==> src/rtl/scanline_object_renderer_macros.svh <==
// Assertion macros shared by the renderer RTL.
`ifndef SCANLINE_OBJECT_RENDERER_MACROS_SVH
`define SCANLINE_OBJECT_RENDERER_MACROS_SVH
`define SOR_ASSERT_IMP(label, clk, rstn, a, c) \
    label: assert property (@(posedge clk) disable iff (!rstn) (a) |-> (c)) \
        else $error("assertion failed");
`define SOR_ASSERT_NEXT(label, clk, rstn, a, c) \
    label: assert property (@(posedge clk) disable iff (!rstn) (a) |=> (c)) \
        else $error("assertion failed");
`endif

==> src/rtl/sor_pkg.sv <==
// ----------------------------------------------------------------------------
// sor_pkg
// Shared constants, register addresses and the palette for the renderer.
// ----------------------------------------------------------------------------
package sor_pkg;
    localparam logic [1:0] CMD_WRITE = 2'd0;
    localparam logic [1:0] CMD_READ  = 2'd1;
    localparam logic [1:0] CMD_TICK  = 2'd2;
    localparam logic [1:0] CMD_FIRE  = 2'd3;

    localparam logic [7:0] R_VBLANK = 8'h01;
    localparam logic [7:0] R_WSYNC  = 8'h02;
    localparam logic [7:0] R_NUSIZ0 = 8'h04;
    localparam logic [7:0] R_NUSIZ1 = 8'h05;
    localparam logic [7:0] R_COLUP0 = 8'h06;
    localparam logic [7:0] R_COLUP1 = 8'h07;
    localparam logic [7:0] R_COLUPF = 8'h08;
    localparam logic [7:0] R_COLUBK = 8'h09;
    localparam logic [7:0] R_CTRLPF = 8'h0A;
    localparam logic [7:0] R_REFP0  = 8'h0B;
    localparam logic [7:0] R_REFP1  = 8'h0C;
    localparam logic [7:0] R_PF0    = 8'h0D;
    localparam logic [7:0] R_PF1    = 8'h0E;
    localparam logic [7:0] R_PF2    = 8'h0F;
    localparam logic [7:0] R_RESP0  = 8'h10;
    localparam logic [7:0] R_RESP1  = 8'h11;
    localparam logic [7:0] R_RESM0  = 8'h12;
    localparam logic [7:0] R_RESM1  = 8'h13;
    localparam logic [7:0] R_RESBL  = 8'h14;
    localparam logic [7:0] R_GRP0   = 8'h1B;
    localparam logic [7:0] R_GRP1   = 8'h1C;
    localparam logic [7:0] R_ENAM0  = 8'h1D;
    localparam logic [7:0] R_ENAM1  = 8'h1E;
    localparam logic [7:0] R_ENABL  = 8'h1F;
    localparam logic [7:0] R_HMP0   = 8'h20;
    localparam logic [7:0] R_HMP1   = 8'h21;
    localparam logic [7:0] R_HMM0   = 8'h22;
    localparam logic [7:0] R_HMM1   = 8'h23;
    localparam logic [7:0] R_HMBL   = 8'h24;
    localparam logic [7:0] R_HMOVE  = 8'h2A;
    localparam logic [7:0] R_HMCLR  = 8'h2B;
    localparam logic [7:0] R_CXCLR  = 8'h2C;
    localparam logic [7:0] R_CXM0P  = 8'h30;
    localparam logic [7:0] R_CXM1P  = 8'h31;
    localparam logic [7:0] R_CXP0FB = 8'h32;
    localparam logic [7:0] R_CXP1FB = 8'h33;
    localparam logic [7:0] R_CXM0FB = 8'h34;
    localparam logic [7:0] R_CXM1FB = 8'h35;
    localparam logic [7:0] R_CXBLPF = 8'h36;
    localparam logic [7:0] R_CXPPMM = 8'h37;
    localparam logic [7:0] R_INPT4  = 8'h3C;
    localparam logic [7:0] R_LAST_IN = 8'h3D;

    localparam logic [7:0] HBLANK_DOTS  = 8'd68;
    localparam logic [7:0] VISIBLE_DOTS = 8'd160;

    // Colour-relevant registers snapshot handed to the pixel renderer.
    typedef struct packed {
        logic [7:0] nusiz0, nusiz1, colup0, colup1, colupf, colubk, ctrlpf;
        logic [7:0] refp0, refp1, pf0, pf1, pf2, grp0, grp1, enam0, enam1, enabl;
        logic [7:0] pos_p0, pos_p1, pos_m0, pos_m1, pos_bl;
    } sor_vid_t;

    typedef struct packed {
        logic [23:0] rgb;
        logic [14:0] hits;
    } sor_pix_t;

    localparam logic [23:0] COLOR_ROM [128] = '{
        24'h000000,24'h404040,24'h6c6c6c,24'h909090,24'hb0b0b0,24'hc8c8c8,24'hdcdcdc,24'hf4f4f4,
        24'h444400,24'h646410,24'h848424,24'ha0a034,24'hb8b840,24'hd0d050,24'he8e85c,24'hfcfc68,
        24'h702800,24'h844414,24'h985c28,24'hac783c,24'hbc8c4c,24'hcca05c,24'hdcb468,24'hecc878,
        24'h841800,24'h983418,24'hac5030,24'hc06848,24'hd0805c,24'he09470,24'heca880,24'hfcbc94,
        24'h880000,24'h9c2020,24'hb03c3c,24'hc05858,24'hd07070,24'he08888,24'heca0a0,24'hfcb4b4,
        24'h78005c,24'h8c2074,24'ha03c88,24'hb0589c,24'hc070b0,24'hd084c0,24'hdc9cd0,24'hecb0e0,
        24'h480078,24'h602090,24'h783ca4,24'h8c58b8,24'ha070cc,24'hb484dc,24'hc49cec,24'hd4b0fc,
        24'h140084,24'h302098,24'h4c3cac,24'h6858c0,24'h7c70d0,24'h9488e0,24'ha8a0ec,24'hbcb4fc,
        24'h000088,24'h1c209c,24'h3840b0,24'h505cc0,24'h6874d0,24'h7c8ce0,24'h90a4ec,24'ha4b8fc,
        24'h00187c,24'h1c3890,24'h3854a8,24'h5070bc,24'h6888cc,24'h7c9cdc,24'h90b4ec,24'ha4c8fc,
        24'h002c5c,24'h1c4c78,24'h386890,24'h5084ac,24'h689cc0,24'h7cb4d4,24'h90cce8,24'ha4e0fc,
        24'h003c2c,24'h1c5c48,24'h387c64,24'h509c80,24'h68b494,24'h7cd0ac,24'h90e4c0,24'ha4fcd4,
        24'h003c00,24'h205c20,24'h407c40,24'h5c9c5c,24'h74b474,24'h8cd08c,24'ha4e4a4,24'hb8fcb8,
        24'h143800,24'h345c1c,24'h507c38,24'h6c9850,24'h84b468,24'h9ccc7c,24'hb4e490,24'hc8fca4,
        24'h2c3000,24'h4c501c,24'h687034,24'h848c4c,24'h9ca864,24'hb4c078,24'hccd488,24'he0ec9c,
        24'h442800,24'h644818,24'h846830,24'ha08444,24'hb89c58,24'hd0b46c,24'he8cc7c,24'hfce08c
    };
endpackage

==> src/rtl/sor_pixel.sv <==
// ----------------------------------------------------------------------------
// sor_pixel
// Combinational pixel renderer: object hits, collision bits and colour.
// ----------------------------------------------------------------------------
module sor_pixel import sor_pkg::*; (
    input  sor_vid_t   vid,
    input  logic [7:0] x,
    output sor_pix_t   pix
);
    logic [5:0] col;
    logic [4:0] q;
    logic [2:0] pidx;
    logic       pf, m0, m1, bl, p0, p1;
    logic [7:0] csel;

    function automatic logic pf_fwd(input logic [4:0] c, input logic [7:0] a,
                                    input logic [7:0] b, input logic [7:0] d);
        logic [4:0] t;
        t = 5'd0;
        if (c < 5'd4) return a[3'd4 + c[1:0]];
        if (c < 5'd12) begin
            t = c - 5'd4;
            return b[3'd7 - t[2:0]];
        end
        t = c - 5'd12;
        return d[t[2:0]];
    endfunction

    function automatic logic span(input logic [7:0] en, input logic [1:0] sz,
                                  input logic [7:0] st, input logic [7:0] xx);
        logic [7:0] d;
        d = xx - st;
        return en[1] && (xx >= st) && (d < (8'd1 << sz));
    endfunction

    function automatic logic phit(input logic [7:0] g, input logic [7:0] r,
                                  input logic [7:0] st, input logic [7:0] xx);
        logic [7:0] d;
        logic [2:0] k;
        d = xx - st;
        k = d[2:0] ^ {3{r[3]}};
        return (xx >= st) && (d < 8'd8) && g[3'd7 ^ k];
    endfunction

    always_comb begin
        // Playfield column 0..39, four pixels wide each.
        col = x[7:2];
        q = 5'(col - 6'd20);
        pidx = 3'd0;
        if (col < 6'd20) pf = pf_fwd(col[4:0], vid.pf0, vid.pf1, vid.pf2);
        else if (!vid.ctrlpf[0]) pf = pf_fwd(q, vid.pf0, vid.pf1, vid.pf2);
        else if (q < 5'd8) pf = vid.pf2[3'd7 - q[2:0]];
        else if (q < 5'd16) pf = vid.pf1[q[2:0]];
        else begin
            pidx = 3'd7 - {1'b0, q[1:0]};
            pf = vid.pf0[pidx];
        end
        m0 = span(vid.enam0, vid.nusiz0[5:4], vid.pos_m0, x);
        m1 = span(vid.enam1, vid.nusiz1[5:4], vid.pos_m1, x);
        bl = span(vid.enabl, vid.ctrlpf[5:4], vid.pos_bl, x);
        p0 = phit(vid.grp0, vid.refp0, vid.pos_p0, x);
        p1 = phit(vid.grp1, vid.refp1, vid.pos_p1, x);
        // Bit order: CXM0P 7,6 / CXM1P 7,6 / P0FB / P1FB / M0FB / M1FB / PPMM / BLPF
        pix.hits = {m0 & p1, m0 & p0, m1 & p0, m1 & p1, p0 & pf, p0 & bl,
                    p1 & pf, p1 & bl, m0 & pf, m0 & bl, m1 & pf, m1 & bl,
                    p0 & p1, m0 & m1, bl & pf};
        if (vid.ctrlpf[2]) begin
            priority if (pf | bl) csel = vid.colupf;
            else if (p0 | m0) csel = vid.colup0;
            else if (p1 | m1) csel = vid.colup1;
            else csel = vid.colubk;
        end else begin
            priority if (p0 | m0) csel = vid.colup0;
            else if (p1 | m1) csel = vid.colup1;
            else if (pf | bl) csel = vid.colupf;
            else csel = vid.colubk;
        end
        pix.rgb = COLOR_ROM[csel[7:1]];
    end
endmodule

==> src/rtl/scanline_object_renderer.sv <==
// ----------------------------------------------------------------------------
// scanline_object_renderer
// Video chip: bus register file, object positions and one-pixel renderer.
// ----------------------------------------------------------------------------
// Usage: every input transaction on s_ carries one command (bus write, bus
// read, dot tick or fire button). Every command yields exactly one result
// transaction on m_, holding read data, the rendered pixel when the dot was
// visible, the frame-ready pulse and the wsync status.
// The command is worked out by combinational logic and the result is captured
// in the output register on the accepting edge.
// Throughput is one transaction per cycle unless the receiver stalls; s_ready
// is high whenever the output register is empty or being drained in the same cycle.
// When the receiver stalls, the result holds and s_ready falls, so no
// further command changes the state until the result is taken.
// Only bytes that can ever be observed are kept: the video control block
// below the motion registers, the five motion bytes and the fourteen
// collision and input latches. Writes elsewhere store no byte.
// Reset clears all of them, the counters, the positions and the flags.
// The per-dot path is one palette lookup and a handful of short compares.
// ----------------------------------------------------------------------------
`include "scanline_object_renderer_macros.svh"
module scanline_object_renderer import sor_pkg::*; #(
    parameter int DOTS_PER_LINE = 228,
    parameter int VISIBLE_LINES = 192
) (
    input  logic        aclk,
    input  logic        aresetn,
    input  logic        s_valid,
    output logic        s_ready,
    input  logic [1:0]  s_cmd,
    input  logic [15:0] s_addr,
    input  logic [7:0]  s_wdata,
    output logic        m_valid,
    input  logic        m_ready,
    output logic [7:0]  m_rdata,
    output logic        m_pixel_valid,
    output logic [7:0]  m_pixel_x,
    output logic [7:0]  m_pixel_y,
    output logic [23:0] m_pixel_rgb,
    output logic        m_frame_ready,
    output logic        m_wsync_busy
);
    localparam logic [7:0] DPL = 8'(DOTS_PER_LINE);
    localparam logic [8:0] VL  = 9'(VISIBLE_LINES);

    // Video control bytes (addresses below the motion block), motion bytes
    // and the collision / input latches, each indexed by its low address bits.
    logic [7:0] vreg_reg [32];
    logic [7:0] vreg_next [32];
    logic [7:0] hm_reg [5];
    logic [7:0] hm_next [5];
    logic [7:0] lat_reg [14];
    logic [7:0] lat_next [14];
    logic [7:0] dot_reg, dot_next, dotp1;
    logic [8:0] line_reg, line_next;
    logic [7:0] pp0_reg, pp1_reg, pm0_reg, pm1_reg, pbl_reg;
    logic [7:0] pp0_next, pp1_next, pm0_next, pm1_next, pbl_next;
    logic       vbd_reg, vbd_next, ws_reg, ws_next;
    logic       mv_reg;
    logic [7:0] rd_reg, rd_next, px_reg, px_next, py_reg, py_next;
    logic       pv_reg, pv_next, fr_reg, fr_next;
    logic [23:0] rgb_reg, rgb_next;
    logic        take;
    logic [7:0]  a, xpos, rpos;
    sor_vid_t    vid;
    sor_pix_t    pix;

    function automatic logic [7:0] moved(input logic [7:0] p, input logic [7:0] hm);
        logic [8:0] v;
        // p - signed nibble, then wrap into 0..159
        v = {1'b0, p} - {{5{hm[7]}}, hm[7:4]};
        if (v[8]) v = v + 9'd160;
        else if (v >= 9'd160) v = v - 9'd160;
        return v[7:0];
    endfunction

    assign s_ready = !mv_reg || m_ready;
    assign take = s_valid && s_ready;
    assign a = s_addr[7:0];
    assign xpos = dot_reg - HBLANK_DOTS;
    assign rpos = dot_reg - HBLANK_DOTS + 8'd8;
    assign dotp1 = dot_reg + 8'd1;

    always_comb begin
        vid.nusiz0 = vreg_reg[5'(R_NUSIZ0)]; vid.nusiz1 = vreg_reg[5'(R_NUSIZ1)];
        vid.colup0 = vreg_reg[5'(R_COLUP0)]; vid.colup1 = vreg_reg[5'(R_COLUP1)];
        vid.colupf = vreg_reg[5'(R_COLUPF)]; vid.colubk = vreg_reg[5'(R_COLUBK)];
        vid.ctrlpf = vreg_reg[5'(R_CTRLPF)]; vid.refp0 = vreg_reg[5'(R_REFP0)];
        vid.refp1 = vreg_reg[5'(R_REFP1)]; vid.pf0 = vreg_reg[5'(R_PF0)];
        vid.pf1 = vreg_reg[5'(R_PF1)]; vid.pf2 = vreg_reg[5'(R_PF2)];
        vid.grp0 = vreg_reg[5'(R_GRP0)]; vid.grp1 = vreg_reg[5'(R_GRP1)];
        vid.enam0 = vreg_reg[5'(R_ENAM0)]; vid.enam1 = vreg_reg[5'(R_ENAM1)];
        vid.enabl = vreg_reg[5'(R_ENABL)];
        vid.pos_p0 = pp0_reg; vid.pos_p1 = pp1_reg; vid.pos_m0 = pm0_reg;
        vid.pos_m1 = pm1_reg; vid.pos_bl = pbl_reg;
    end

    sor_pixel u_pixel (.vid(vid), .x(xpos), .pix(pix));

    always_comb begin
        vreg_next = vreg_reg; hm_next = hm_reg; lat_next = lat_reg;
        dot_next = dot_reg; line_next = line_reg;
        pp0_next = pp0_reg; pp1_next = pp1_reg; pm0_next = pm0_reg;
        pm1_next = pm1_reg; pbl_next = pbl_reg;
        vbd_next = vbd_reg; ws_next = ws_reg;
        rd_next = 8'd0; pv_next = 1'b0; px_next = 8'd0; py_next = 8'd0;
        rgb_next = 24'd0; fr_next = 1'b0;
        unique case (s_cmd)
            CMD_WRITE: begin
                if (a < R_HMP0) vreg_next[a[4:0]] = s_wdata;
                else if (a <= R_HMBL) hm_next[a[2:0]] = s_wdata;
                else if (a >= R_CXM0P && a <= R_LAST_IN) lat_next[a[3:0]] = s_wdata;
                unique case (a)
                    R_VBLANK: if (vreg_reg[5'(R_VBLANK)][1] && !s_wdata[1]) begin
                        fr_next = 1'b1; vbd_next = 1'b1;
                    end
                    R_WSYNC: ws_next = 1'b1;
                    R_HMCLR: hm_next = '{default: 8'd0};
                    R_RESP0: pp0_next = (dot_reg < HBLANK_DOTS) ? 8'd3 : rpos;
                    R_RESP1: pp1_next = (dot_reg < HBLANK_DOTS) ? 8'd3 : rpos;
                    R_RESM0: pm0_next = (dot_reg < HBLANK_DOTS) ? 8'd2 : rpos;
                    R_RESM1: pm1_next = (dot_reg < HBLANK_DOTS) ? 8'd2 : rpos;
                    R_RESBL: pbl_next = (dot_reg < HBLANK_DOTS) ? 8'd2 : rpos;
                    R_HMOVE: begin
                        pm0_next = moved(pm0_reg, hm_reg[3'(R_HMM0)]);
                        pm1_next = moved(pm1_reg, hm_reg[3'(R_HMM1)]);
                        pp0_next = moved(pp0_reg, hm_reg[3'(R_HMP0)]);
                        pp1_next = moved(pp1_reg, hm_reg[3'(R_HMP1)]);
                        pbl_next = moved(pbl_reg, hm_reg[3'(R_HMBL)]);
                    end
                    R_CXCLR: for (int i = 0; i < 8; i++) lat_next[4'(i)] = 8'd0;
                    default: ;
                endcase
            end
            CMD_READ: begin
                if (s_addr < 16'h000E) rd_next = lat_reg[s_addr[3:0]];
                else if (s_addr >= 16'(R_CXM0P) && s_addr <= 16'(R_LAST_IN))
                    rd_next = lat_reg[s_addr[3:0]];
            end
            CMD_TICK: begin
                if (line_reg < VL && dot_reg >= HBLANK_DOTS && xpos < VISIBLE_DOTS) begin
                    pv_next = 1'b1; px_next = xpos; py_next = line_reg[7:0];
                    rgb_next = pix.rgb;
                    lat_next[4'(R_CXM0P)] = lat_reg[4'(R_CXM0P)] | {pix.hits[14:13], 6'd0};
                    lat_next[4'(R_CXM1P)] = lat_reg[4'(R_CXM1P)] | {pix.hits[12:11], 6'd0};
                    lat_next[4'(R_CXP0FB)] = lat_reg[4'(R_CXP0FB)] | {pix.hits[10:9], 6'd0};
                    lat_next[4'(R_CXP1FB)] = lat_reg[4'(R_CXP1FB)] | {pix.hits[8:7], 6'd0};
                    lat_next[4'(R_CXM0FB)] = lat_reg[4'(R_CXM0FB)] | {pix.hits[6:5], 6'd0};
                    lat_next[4'(R_CXM1FB)] = lat_reg[4'(R_CXM1FB)] | {pix.hits[4:3], 6'd0};
                    lat_next[4'(R_CXPPMM)] = lat_reg[4'(R_CXPPMM)] | {pix.hits[2:1], 6'd0};
                    lat_next[4'(R_CXBLPF)] = lat_reg[4'(R_CXBLPF)] | {pix.hits[0], 7'd0};
                end
                dot_next = dotp1;
                if (dotp1 == DPL) begin
                    if (vbd_reg) begin
                        line_next = 9'd0; vbd_next = 1'b0;
                    end else if (line_reg != 9'h1FF) begin
                        line_next = line_reg + 9'd1;
                    end
                    dot_next = 8'd0; ws_next = 1'b0;
                end
            end
            CMD_FIRE: lat_next[4'(R_INPT4)] = s_wdata;
            default: ;
        endcase
    end

    always_ff @(posedge aclk) begin
        if (!aresetn) begin
            vreg_reg <= '{default: 8'd0};
            hm_reg <= '{default: 8'd0};
            lat_reg <= '{default: 8'd0};
            dot_reg <= 8'd0; line_reg <= 9'd0;
            pp0_reg <= 8'd0; pp1_reg <= 8'd0; pm0_reg <= 8'd0;
            pm1_reg <= 8'd0; pbl_reg <= 8'd0;
            vbd_reg <= 1'b0; ws_reg <= 1'b0; mv_reg <= 1'b0;
        end else begin
            if (take) begin
                vreg_reg <= vreg_next; hm_reg <= hm_next; lat_reg <= lat_next;
                dot_reg <= dot_next; line_reg <= line_next;
                pp0_reg <= pp0_next; pp1_reg <= pp1_next; pm0_reg <= pm0_next;
                pm1_reg <= pm1_next; pbl_reg <= pbl_next;
                vbd_reg <= vbd_next; ws_reg <= ws_next;
            end
            if (take) mv_reg <= 1'b1;
            else if (m_ready) mv_reg <= 1'b0;
        end
    end

    always_ff @(posedge aclk) begin
        if (take) begin
            rd_reg <= rd_next; pv_reg <= pv_next; px_reg <= px_next;
            py_reg <= py_next; rgb_reg <= rgb_next; fr_reg <= fr_next;
        end
    end

    assign m_valid = mv_reg;
    assign m_rdata = rd_reg;
    assign m_pixel_valid = pv_reg;
    assign m_pixel_x = px_reg;
    assign m_pixel_y = py_reg;
    assign m_pixel_rgb = rgb_reg;
    assign m_frame_ready = fr_reg;
    assign m_wsync_busy = ws_reg;

    `SOR_ASSERT_NEXT(a_hold, aclk, aresetn, m_valid && !m_ready, m_valid && $stable(m_pixel_rgb))
    `SOR_ASSERT_IMP(a_stall, aclk, aresetn, m_valid && !m_ready, !s_ready)
    `SOR_ASSERT_IMP(a_pix, aclk, aresetn, m_valid && m_pixel_valid, m_pixel_x < VISIBLE_DOTS)
endmodule

==> config.mk <==
export PLATFORM = sky130hd
export DESIGN_NAME = scanline_object_renderer
export DESIGN_NICKNAME = d
export VERILOG_FILES = /design/src/rtl/sor_pkg.sv /design/src/rtl/sor_pixel.sv /design/src/rtl/scanline_object_renderer.sv
export VERILOG_INCLUDE_DIRS = /design/src /design/src/rtl
export SDC_FILE = /design/constraint.sdc
export NUM_CORES = 1
export LEC_CHECK = 0
export BUFFER_PORTS_ARGS = -buffer_cell sky130_fd_sc_hd__buf_4
export CORE_MARGIN = 3
export CORE_UTILIZATION = 25
export CTS_BUF_LIST = sky130_fd_sc_hd__clkbuf_8
export DETAILED_ROUTE_END_ITERATION = 8
export PLACE_DENSITY = 0.37
export SLEW_MARGIN = 10
export SYNTH_ARGS = -nofsm -noshare
export SYNTH_HDL_FRONTEND = slang
export SYNTH_SLANG_ARGS = --single-unit
==> constraint.sdc <==
create_clock -name aclk -period 15.1 [get_ports aclk]
set_clock_uncertainty 0.05 [all_clocks]
set_input_delay 0.755 -clock aclk [delete_from_list [all_inputs] [get_ports aclk]]
set_output_delay 0.755 -clock aclk [all_outputs]
set_load 0.02 [all_outputs]
# Yosys cells after proc, flatten, opt, wreduce, memory -nomap -nowiden
# Memory sizes are Yosys's and may differ from the RTL's. A register that Yosys moved wholly into a read port is not among the register bits.
# Index checks and enable logic that the tools add are counted.
# word_totals
out_inout_bits	53
elab_cells	375
register_bits	494
mem_count	1
rom_bits	3072
# mem_list
name	words	width	read_ports	rd_ports_with_merged_regs	wr	line_no	source
(name not given)	128	24	1	1	0	sor_pixel.sv:78	pix.rgb = COLOR_ROM[csel[7:1]];
# classes
n_shift	3
muxes	107
n_eq_ne	27
order_cmp	50
bitwise_logic	36
reduce_logical	50
n_addsub	35
# ops
op	n
$mux W112	3
$bwmux W256	1
$mux W8	27
$mux W64	2
$pmux W64 S2	1
$mux W40	3
$bwmux W112	1
$pmux W8 S2	6
$or A8 B8 Y8	8
$ge A9 B8 Y1 const B	5
$sub A8 B9 Y9	5
$lt A3 B4 Y1 const B	11
$mux W1	43
$add A8 B8 Y8 const B	5
$bwmux W40	1
$demux W8 S5	1
$eq A8 B5 Y1 const B	5
$ge A8 B8 Y1	5
$sub A8 B8 Y8	5
$sub A8 B8 Y8 const B	5
$bmux W1 S3	11
$bmux W8 S4	1
$demux W8 S4	1
$demux W8 S3	1
63 further kinds	151

# Longest topological paths before layout
# Gate-level depths: netlist (run 1).
# depth
depth_word	19
depth_mapped	28

# Modules after synthesis
# A second synthesis (run 1) with hierarchy kept.
# hier_totals
hier_cells	2885
hier_area_um2	25024.0
# by_module_without_submodules
mod	cells_per_inst	seq_area_each_um2	n_inst	area_per_inst_um2
scanline_object_renderer	2005	8087.8	1	18718.0
sor_pixel	880	0.0	1	6306.0

# Worst setup path before layout (run 1)
# Ideal clock, no wire load.
# synth_timing
path_type	reg-to-reg
from	register dot_reg[2]
to	register rgb_reg[4], in the netlist m_pixel_rgb[4] (data pin)
t_required_ps	14772
setup_slack_ps	8241
stages_incl_launch_ff	27
setup_time_ps	278
t_arrival_ps	6530
synth_period_minus_slack_ps	6859
cell_sequence	dfxtp_1 buf_4 buf_6 inv_1 ha_1 buf_1 inv_1 ha_1 xnor2_1 ha_1 nand3_1 a21oi_1 nor4b_1 nand4_1 or3_1 buf_1 a211oi_1 a2bb2oi_1 o221ai_1 clkbuf_1 ha_1 clkinv_1 nand2_1 nand2_1 mux4_2 a2111oi_0 a311oi_1
# synth_via
elab_chain_len	17
elab_cells_between_ends	111
# synth_lines
element	line_no	source
from (decl)	scanline_object_renderer.sv:54	logic [7:0] dot_reg, dot_next, dotp1;
from (signal assigned)	scanline_object_renderer.sv:180	dot_reg <= dot_next; line_reg <= line_next;
$sub A8 B7 Y8 (*)	scanline_object_renderer.sv:80	assign xpos = dot_reg - HBLANK_DOTS;
$sub A5 B5 Y5 (*)	sor_pixel.sv:48	q = 5'(col - 6'd20);
via u_pixel.q[1]	sor_pixel.sv:11	logic [4:0] q;
$sub A3 B3 Y3, or another cell as far along	sor_pixel.sv:22, sor_pixel.sv:25	
$sub A3 B3 Y3, or another cell as far along	sor_pixel.sv:23	return b[3'd7 - t[2:0]];
$bmux W1 S3, or another cell as far along	sor_pixel.sv:23	
$mux W1, on equally long branches	sor_pixel.sv:23, sor_pixel.sv:20, sor_pixel.sv:51	
$mux W1, on equally long branches	sor_pixel.sv:21, sor_pixel.sv:50	
[2 not listed]	-	
$mux W1 (*)	sor_pixel.sv:51	else if (!vid.ctrlpf[0]) pf = pf_fwd(q, vid.pf0, vid.pf1, vid.pf2);
$mux W1 (*)	sor_pixel.sv:50	if (col < 6'd20) pf = pf_fwd(col[4:0], vid.pf0, vid.pf1, vid.pf2);
$or A1 B1 Y1 (*)	sor_pixel.sv:68, sor_pixel.sv:75	
$mux W8	sor_pixel.sv:75	else if (pf | bl) csel = vid.colupf;
$mux W8	sor_pixel.sv:74	else if (p1 | m1) csel = vid.colup1;
$mux W8	sor_pixel.sv:73	priority if (p0 | m0) csel = vid.colup0;
$mux W8 (*)	sor_pixel.sv:67	if (vid.ctrlpf[2]) begin
$not A7 Y8 (not written as such) (*)	sor_pixel.sv:78	
to (signal assigned)	scanline_object_renderer.sv:193	py_reg <= py_next; rgb_reg <= rgb_next; fr_reg <= fr_next;
to (decl)	scanline_object_renderer.sv:62	logic [23:0] rgb_reg, rgb_next;
# Mark *: on every way through the listed nets, which the timed path passes. The rest lies on a longest branch. The select of a mux whose other input is x is not followed.
# A chain may end at the register's enable or synchronous reset.

# Worst setup path in the final report (run 1)
# layout_timing
from	register dot_reg[2]
to	register rgb_reg[4], in the netlist m_pixel_rgb[4] (data pin)
# layout_via
elab_chain_len	17
elab_cells_between_ends	111
# layout_lines
element	line_no	source
$sub A8 B7 Y8 (*)	scanline_object_renderer.sv:80	
via u_pixel.x[4]	sor_pixel.sv:7	input logic [7:0] x,
$sub A5 B5 Y5	sor_pixel.sv:48	
$sub A3 B3 Y3 or $lt A5 B4 Y1 (tied branches)	sor_pixel.sv:22, sor_pixel.sv:25, sor_pixel.sv:21	
$sub A3 B3 Y3 or $mux W1 (tied branches)	sor_pixel.sv:23, sor_pixel.sv:21	
$bmux W1 S3 or $mux W1 (tied branches)	sor_pixel.sv:23, sor_pixel.sv:21	
$mux W1, on equally long branches	sor_pixel.sv:23, sor_pixel.sv:51	
$mux W1, on equally long branches	sor_pixel.sv:21, sor_pixel.sv:50	
[2 not listed]	-	
$mux W1	sor_pixel.sv:51	
$mux W1	sor_pixel.sv:50	
$or A1 B1 Y1	sor_pixel.sv:68, sor_pixel.sv:75	
$mux W8	sor_pixel.sv:75	
$mux W8	sor_pixel.sv:74	
$mux W8	sor_pixel.sv:73	
$mux W8	sor_pixel.sv:67	
$not A7 Y8 (not written as such)	sor_pixel.sv:78	
# Marks and branches as above.

==> results of run 1 <==
cell type report:
| cell class | count | area share, % |
|---|---|---|
| diodes | 4 | 0.04123 |
| clock inverters | 42 | 0.9792 |
| clock buffers | 75 | 4.252 |
| repair buffers | 112 | 3.479 |
| multi-input cells | 1912 | 55.75 |
| flip-flops and latches | 314 | 27.71 |
| well taps | 1134 | 5.844 |
| inverters | 126 | 1.948 |
worst register-to-register path: stages, from the launching register on:
cell	delay, ns
dfxtp_1	0.32
inv_1	0.22
ha_1	0.33
xnor2_1	0.84
inv_1	0.57
ha_1	0.42
or4_1	0.49
o22ai_1	0.18
xor2_1	0.20
nand4_1	0.37
a211oi_1	0.72
a22oi_1	0.14
o211a_1	0.25
buf_4	0.23
ha_1	0.81
clkinv_1	0.51
nand2_1	0.33
nand2_1	0.08
mux4_2	0.47
a2111oi_0	0.41
a311oi_1	0.10
synthesized netlist by cell type (11+ instances only):
library cell,n
nand2_1,178
and2_1,30
dfxtp_1,270
nor3_1,35
a22oi_1,60
nand2b_1,39
o21a_1,35
a211oi_1,21
a21o_1,24
o22ai_1,22
nand4_1,16
o221ai_1,11
inv_1,124
a221oi_1,12
a21boi_0,46
o211a_1,15
ha_1,117
o21ai_1,13
nand3_1,67
mux4_2,37
a21oi_1,151
and3_1,16
nor2_1,171
buf_2,11
xnor2_1,33
a31oi_1,30
nor2b_1,192
edfxtp_1,44
xor2_1,31
o21ai_0,166
buf_1,14
mux2i_1,138
clkbuf_1,126
a311oi_1,12
worst max-delay path by stage:
stage / endpoint / cells after the start
after global routing: m_pixel_rgb[4] / 21
final: m_pixel_rgb[4] / 20
after detailed placement: m_pixel_rgb[4] / 21
after floorplan: m_pixel_rgb[4] / 26
after global placement: m_pixel_rgb[4] / 22
after CTS: m_pixel_rgb[4] / 21
metal layers:
metal	vias up	share of wire (%)	GRT usage [%]
met3	141	4.9	2.820
met5	-	0	0
met4	0	3.0	6.088
met2	618	45	28.25
li1	9202	-	-
met1	9496	47	24.30
stage by stage:
step	cell area, µm²	cells	hold slack (ns)
after floorplan	21360	2513	0.3878
after global placement	23000	3598	0.4009
after detailed placement	23000	3598	0.4066
after CTS	24270	3715	0.2488
after global routing	24270	3717	0.3003
final	24280	3719	0.3266
cell families after synthesis:
group | count (synthesis) | share of synthesized area, %
buf+inv | 287 | 5.294
simple gates | 806 | 19.37
mux | 180 | 10.64
flops | 314 | 31.52
xor+xnor | 64 | 2.627
compound gates | 729 | 22.74
other cells | 1 | 0.01757
fa+ha+maj | 127 | 7.798
power by group:
group	total, W	switching, W	internal (W)
registers	0.000857	0.00000263	0.000854
clock network	0.000910	0.000434	0.000476
logic	0.000103	0.0000707	0.0000320
total	0.00187	0.000507	0.00136
==> flow_summary.ini, run 1 <==
[drt]
dr.pass1.iters = 9
drc_errors = 2
ant_nets = 0
detail_route.vias_per_cell = 5.232
avgRoutedWirePerCell_um = 21.69
totalWireLength_mm = 80.66
vias = 19460
first_iter_violations = 1565

[sta]
rsz0062_at_grt = false
setup_viol = 0
setup_ws_ns = 6.808
slew_viol_final = 0
layout_min_cycle_time_ns = 8.292
period_share_pct = 54.91
relSlewSlack_pct = 16.64
hold_violations = 0
max_freq_ghz = 0.1206
tightest_slew_ns = 1.241
finalSetupTns_ns = 0

[finish]
syn_to_final_growth_pct = 13.77
utilization_pct = 28.87
layout-drive-gt1-share_pct = 10.07
largest_reg_flops = 112
regArea_um2 = 6726
final_nets = 2690
fill_cells = 8975
multi_input_area_um2 = 13540
final_cell_mix = 270 x dfxtp_1, 192 x nor2b_1, 178 x nand2_1
final_common_cell = dfxtp_1

[power_and_ir_drop]
leakage_nw = 8.502
report.power.total_w = 0.001869
power_density_nw_per_um2 = 76.98
ir_worst_vdd_v = 0.00004736

[floorplan]
pin_count = 83
rows = 106
dieArea_um2 = 88900
start_util_pct = 25.38
chipHeight_um = 298.2
die_w_um = 298.2
core_um2 = 84090

[clock_tree]
htree_levels = 3
cts_sinks = 314
clock_path_buffers = 3
post_cts_buffers = 0
cts_resized = 0
cts-root-buf = clkbuf_8
clkLatencyLatePin_ns = 0.68
cts_tree = built
cts_made_buffers = 67
holdBufCountCts = 0
clk_pin_slew_ns = 0.06

[critical_path]
cpMostUsedCell = ha_1
worstSetupEndpointType = register
start_kind = register
path_buf_inv = 4
critPathSlowestCell = xnor2_1
startpoint = dot_reg[2]
crit_fanout = 24
r2r_slack_ns = 6.81
path_cells = inv_1, ha_1, xnor2_1, inv_1, ha_1, or4_1, o22ai_1, xor2_1, nand4_1, a211oi_1, a22oi_1, o211a_1, buf_4, ha_1, clkinv_1, nand2_1, nand2_1, mux4_2, a2111oi_0, a311oi_1
ff2ff_path_depth = 20
r2r_end = m_pixel_rgb[4]
required_ns = 15.45
critical_path_class = reg -> reg
critPathArrivalTime_ns = 8.64
r2r-start = dot_reg[2]
critical_path.top_delay_family = compound AO/OA/AOI/OAI gates
cpPeakStageDelay_ns = 0.84

[synth]
synth_top_area_share_pct = 25.33
async_reset_ff_share_pct = 0
synthesis.area_um2 = 21340
synthFlopType = dfxtp_1
synth_cell_types = 86
synth_area_leaders = dfxtp_1 25%, ha_1 6.9%, mux2i_1 6.5%
synth_top_area_cell = dfxtp_1
synth-edff-count = 44
yosysWarnings = 0
synth_seq_cells = 314
ys_seq_area_share_pct = 31.52
syn_area_per_cell_um2 = 8.509
netlist_instances = 2508

[min_path]
hp-start = s_valid
hp-class = in -> reg
holdPathEnd = m_valid
whs_path_depth = 3

[global_routing]
grt_max_degree = 140
grt-ovfl-total = 0
grt_pass1_vias = 19520
grt_pass1_wl_mm = 122.8
antenna_found_initial = 3
track_usage_pct = 17.73

[place]
dp_slack_ns = 6.894
io_buffer_count = 76
dp_hpwl_mm = 55.96
place.gp.congestion = 0.8782

[outcome]
status = finished with violations
violations = design-rule violations

[run]
cap_violations = 0
Note: power is estimated with default switching activity, not from simulation.
==> run 2: changes to the inputs <==
--- a/config.mk
+++ b/config.mk
@@ -6,6 +6,7 @@
 export SDC_FILE = /design/constraint.sdc
 export NUM_CORES = 1
 export LEC_CHECK = 0
+export ABC_AREA = 1
 export BUFFER_PORTS_ARGS = -buffer_cell sky130_fd_sc_hd__buf_4
 export CORE_MARGIN = 3
 export CORE_UTILIZATION = 25
==> constraint.sdc (replaced) <==
create_clock -name aclk -period 8.28 [get_ports aclk]
set_clock_uncertainty 0.05 [all_clocks]
set_input_delay 0.414 -clock aclk [delete_from_list [all_inputs] [get_ports aclk]]
set_output_delay 0.414 -clock aclk [all_outputs]
set_load 0.02 [all_outputs]
==> flow_summary.ini, run 2 <==
[sta]
tightest_slew_ns = 1.202
finalSetupTns_ns = 0
setup_viol = 0
rsz0062_at_grt = false
max_freq_ghz = 0.1466
hold_violations = 0
layout_min_cycle_time_ns = 6.824
relSlewSlack_pct = 19.81
slew_viol_final = 0
setup_ws_ns = 1.456
period_share_pct = 82.41

[power_and_ir_drop]
power_density_nw_per_um2 = 160.5
leakage_nw = 10.04
ir_worst_vdd_v = 0.0001028

[synth]
synth_area_leaders = dfxtp_1 25%, nand2_1 12%, a21oi_1 7.9%
synthFlopType = dfxtp_1
synthTopCellsByCount = 678 x nand2_1, 390 x inv_1, 340 x a21oi_1
synth_top_area_cell = dfxtp_1
synth_seq_cells = 314
synth_cell_types = 62
synth-edff-count = 44
synth_top_area_share_pct = 25.25
ys_seq_area_share_pct = 31.43
yosysWarnings = 0
synthesis.area_um2 = 21400
synth.most_common_cell = nand2_1
netlist_instances = 3143
async_reset_ff_share_pct = 0
syn_area_per_cell_um2 = 6.810

[drt]
drc_errors = 0
avgRoutedWirePerCell_um = 19.76
wl_met2_mm = 38.10
totalWireLength_mm = 86.64
ant_nets = 0
met1_length_mm = 40.98
dr.pass1.iters = 8
routed.top_layer = met5
vias = 21750
first_iter_violations = 1650
wl_met3_mm = 4.861
detail_route.vias_per_cell = 4.961

[min_path]
hp-start = s_wdata[7]
hp-class = in -> reg

[critical_path]
critPathArrivalTime_ns = 7.19
r2r-start = dot_reg[2]
crit_fanout = 30
startpoint = dot_reg[2]
critical_path_class = reg -> reg
start_kind = register
required_ns = 8.65
critical_path.top_delay_family = simple AND/OR/NAND/NOR gates
path_buf_inv = 7
cpPeakStageDelay_ns = 0.57
worstSetupEndpointType = register
critPathSlowestCell = ha_1
cpMostUsedCell = nor2_1

[clock_tree]
clkLatencyLatePin_ns = 0.67
cts-root-buf = clkbuf_8
cts_made_buffers = 66
clock_path_buffers = 3
clk_pin_slew_ns = 0.07
htree_levels = 3
holdBufCountCts = 1
cts_sinks = 314
cts_resized = 0
cts_tree = built
post_cts_buffers = 0

[global_routing]
grt_pass1_vias = 21300
grt_pass1_wl_mm = 130.1
antenna_found_initial = 2
track_usage_pct = 18.92
grt_max_degree = 79
grt-ovfl-total = 0

[finish]
finalInstanceArea_um2 = 24480
syn_to_final_growth_pct = 14.37
layout-drive-gt1-share_pct = 9.511
largest_reg_flops = 112
utilization_pct = 29.07
final_common_cell = nand2_1
final_nets = 3354
final_cell_mix = 678 x nand2_1, 409 x inv_1, 340 x a21oi_1

[floorplan]
start_util_pct = 25.42
die_w_um = 298.6
core_um2 = 84220
chipHeight_um = 298.6
pin_count = 83
rows = 106
dieArea_um2 = 89160

[run]
cap_violations = 0

[place]
dpl_cell_area_um2 = 23050
place.gp.congestion = 0.9122
dp_hpwl_mm = 61.85
io_buffer_count = 76
dp_slack_ns = 1.567

[outcome]
status = complete, no violations
run 2: cell count changes after synthesis, moves of 39 or more:
cell	previous run	this run
a21boi_0	46	2
a21oi_1	151	340
inv_1	124	390
mux2i_1	138	0
nand2_1	178	678
nand2b_1	39	0
nand3_1	67	213
nor2_1	171	227
nor2b_1	192	0
o21ai_0	166	226
run 2: area by class of cell:
| type | instances | area (µm²) |
|---|---|---|
| tap | 1134 | 1419 |
| timing repair buffer | 115 | 865.8 |
| inverter | 407 | 1533 |
| antenna | 1 | 2.502 |
| clock inverter | 36 | 260.3 |
| clock buffer | 84 | 1156 |
| sequential | 314 | 6726 |
| multi-input combinational | 2293 | 12520 |
| fill | 9253 | 59740 |
run 2: path summary, 6_finish.rpt:
kind / to / slack, ns / cells past startpoint
setup / recovery: m_pixel_rgb[12] / 1.46 / 28
hold / removal: lat_reg[55] / 0.12 / 3
hold reg to reg: lat_reg[37] / 0.40 / 2
setup reg to reg: m_pixel_rgb[12] / 1.46 / 28
run 2: cells by family after synthesis:
| family | synth area share, % |
|---|---|
| XOR/XNOR | 2.327 |
| AO/OA/AOI/OAI | 21.29 |
| adder cells (fa/ha/maj) | 7.775 |
| buffers and inverters | 10.24 |
| other | 0.01752 |
| AND/OR/NAND/NOR | 26.92 |
| flip-flops | 31.43 |
run 2: worst register-to-register path, delay by kind of cell (launching register included):
family / cells / cell delay, ns
buffers and inverters: 7 / 1.16
adder cells (fa/ha/maj): 4 / 1.65
AND/OR/NAND/NOR: 16 / 3.22
XOR/XNOR: 1 / 0.19
flip-flops: 1 / 0.31
run 2: power by group:
| part | switching [W] | internal [W] | leakage [nW] |
|---|---|---|---|
| clock network | 0.000803 | 0.000990 | 0.809 |
| registers | 0.00000896 | 0.00156 | 2.62 |
| logic | 0.000411 | 0.000152 | 6.60 |
run 2: per-layer routing:
layer / vias to the layer above / GRT usage, %
met1: 10280 / 25.63
li1: 10690 / -
met2: 625 / 30.10
met5: - / 0
met3: 149 / 3.552
met4: 2 / 6.404
run 2: through the flow:
step                      total power, W  hold slack, ns  std cells
after global placement          0.002166          0.3821       4262
after global routing            0.004115          0.1007       4384
after detailed placement        0.002163          0.3929       4262
final                           0.003929          0.1194       4384
after CTS                       0.003998         0.05860       4383
after floorplan                 0.001968          0.3733       3148
==> run 3: changes to the inputs <==
--- a/config.mk
+++ b/config.mk
@@ -12,7 +12,7 @@
 export CORE_UTILIZATION = 25
 export CTS_BUF_LIST = sky130_fd_sc_hd__clkbuf_8
 export DETAILED_ROUTE_END_ITERATION = 8
-export PLACE_DENSITY = 0.37
+export PLACE_DENSITY = 0.38
 export SLEW_MARGIN = 10
 export SYNTH_ARGS = -nofsm -noshare
 export SYNTH_HDL_FRONTEND = slang
==> constraint.sdc (replaced) <==
create_clock -name aclk -period 6.1 [get_ports aclk]
set_clock_uncertainty 0.05 [all_clocks]
set_input_delay 0.305 -clock aclk [delete_from_list [all_inputs] [get_ports aclk]]
set_output_delay 0.305 -clock aclk [all_outputs]
set_load 0.02 [all_outputs]
==> flow_summary.ini, run 3 (synthesis gave the netlist of run 2 again) <==
[clock_tree]
clk_pin_slew_ns = 0.06
cts-root-buf = clkbuf_8
htree_levels = 2
clkLatencyLatePin_ns = 0.70
cts_tree = built
cts_made_buffers = 61
clock_path_buffers = 3
post_cts_buffers = 0
cts_sinks = 314
cts_resized = 0
holdBufCountCts = 13

[floorplan]
rows = 106
core_um2 = 84220
start_util_pct = 25.42
die_w_um = 298.6
pin_count = 83
dieArea_um2 = 89160
chipHeight_um = 298.6

[critical_path]
critPathSlowestCell = inv_1
worstSetupEndpointType = register
cpPeakStageDelay_ns = 0.48
crit_fanout = 10
critPathArrivalTime_ns = 5.95
critical_path_class = reg -> reg
path_buf_inv = 3
cpMostUsedCell = nand2_1
start_kind = register
path_cells = inv_1, ha_1, inv_1, fa_1, xor2_1, ha_1, nand2_1, nand2_1, a21oi_1, nand4_2, nand2_4, o21ai_2, nand3_1, nand3_2, ha_1, inv_1, nand2_1, nand3_1, nand2_1, a21oi_1, nand3_1, nand2_1, nor2_1
critical_path.top_delay_family = simple AND/OR/NAND/NOR gates
required_ns = 6.49

[global_routing]
grt_pass1_wl_mm = 134.6
grt_pass1_vias = 21400
grt_max_degree = 115
grt-ovfl-total = 0
track_usage_pct = 19.46
antenna_found_initial = 2

[sta]
slew_viol_final = 0
layout_min_cycle_time_ns = 5.558
hold_violations = 0
tightest_slew_ns = 1.239
finalSetupTns_ns = 0
rsz0062_at_grt = false
max_freq_ghz = 0.1799
period_share_pct = 91.11
relSlewSlack_pct = 16.83
setup_viol = 0

[finish]
fin_cells = 4401
final_common_cell = nand2_1
layout-drive-gt1-share_pct = 9.706
final_cell_mix = 678 x nand2_1, 405 x inv_1, 340 x a21oi_1
syn_to_final_growth_pct = 15.01
final_nets = 3374
largest_reg_flops = 112

[drt]
detail_route.vias_per_cell = 5.021
vias = 22100
drc_errors = 0
dr.pass1.iters = 6
avgRoutedWirePerCell_um = 20.33
ant_nets = 0
totalWireLength_mm = 89.47
first_iter_violations = 1733

[place]
place.gp.congestion = 0.9075
dp.cells = 4275
dp_hpwl_mm = 64.21
io_buffer_count = 76

[power_and_ir_drop]
leakage_nw = 10.09
ir_worst_vdd_v = 0.0001632
power_density_nw_per_um2 = 214.2

[outcome]
status = complete, no violations

[run]
cap_violations = 0

[min_path]
hp-class = in -> reg
run 3: area by class of cell:
class | instances | area (µm²)
timing repair buffer | 140 | 1084
clock inverter | 37 | 307.8
tap | 1134 | 1419
sequential | 314 | 6726
clock buffer | 75 | 1032
multi-input combinational | 2293 | 12510
antenna | 1 | 2.502
fill | 9232 | 59600
inverter | 407 | 1533
run 3: report_power, final:
| part | internal, W | switching, W | leakage, nW | total, W |
|---|---|---|---|---|
| logic | 0.000215 | 0.000578 | 6.72 | 0.000793 |
| registers | 0.00212 | 0.0000121 | 2.62 | 0.00213 |
| clock network | 0.00129 | 0.00105 | 0.752 | 0.00235 |
| total | 0.00363 | 0.00164 | 10.1 | 0.00527 |
run 3: layer usage:
metal	GRT usage [%]	wire [µm]
met5	0	0
met4	4.671	1957
met3	2.673	4738
met1	27.63	42750
met2	31.07	40030
run 3: tightest hold or removal path: cells and delay by family:
family | cells | cell delay (ns)
buf+inv | 1 | 0.13
simple gates | 3 | 0.28
run 3: metrics by stage:
stage / worst slack (ns) / power [W] / hold slack (ns) / cell area (µm²) / util [%]
floorplan: 1.085 / 0.002672 / 0.3733 / 21420 / -
global placement: 0.5731 / 0.002967 / 0.3833 / 23140 / 27.48
detailed placement: 0.5338 / 0.002956 / 0.3887 / 23140 / 27.48
CTS: 0.5367 / 0.005363 / 0.08465 / 24610 / 29.23
global route: 0.1216 / 0.005529 / 0.1242 / 24620 / 29.23
finish: 0.5424 / 0.005274 / 0.1757 / 24620 / 29.23
run 3: path summary, 6_finish.rpt:
check             slack (ns)               to  startpoint  depth (start not counted)
setup / recovery        0.54  m_pixel_rgb[11]  dot_reg[0]                         23
hold / removal          0.18    m_frame_ready    s_cmd[1]                          4
setup reg to reg        0.54  m_pixel_rgb[11]  dot_reg[0]                         23
hold reg to reg         0.40       lat_reg[3]  lat_reg[3]                          2
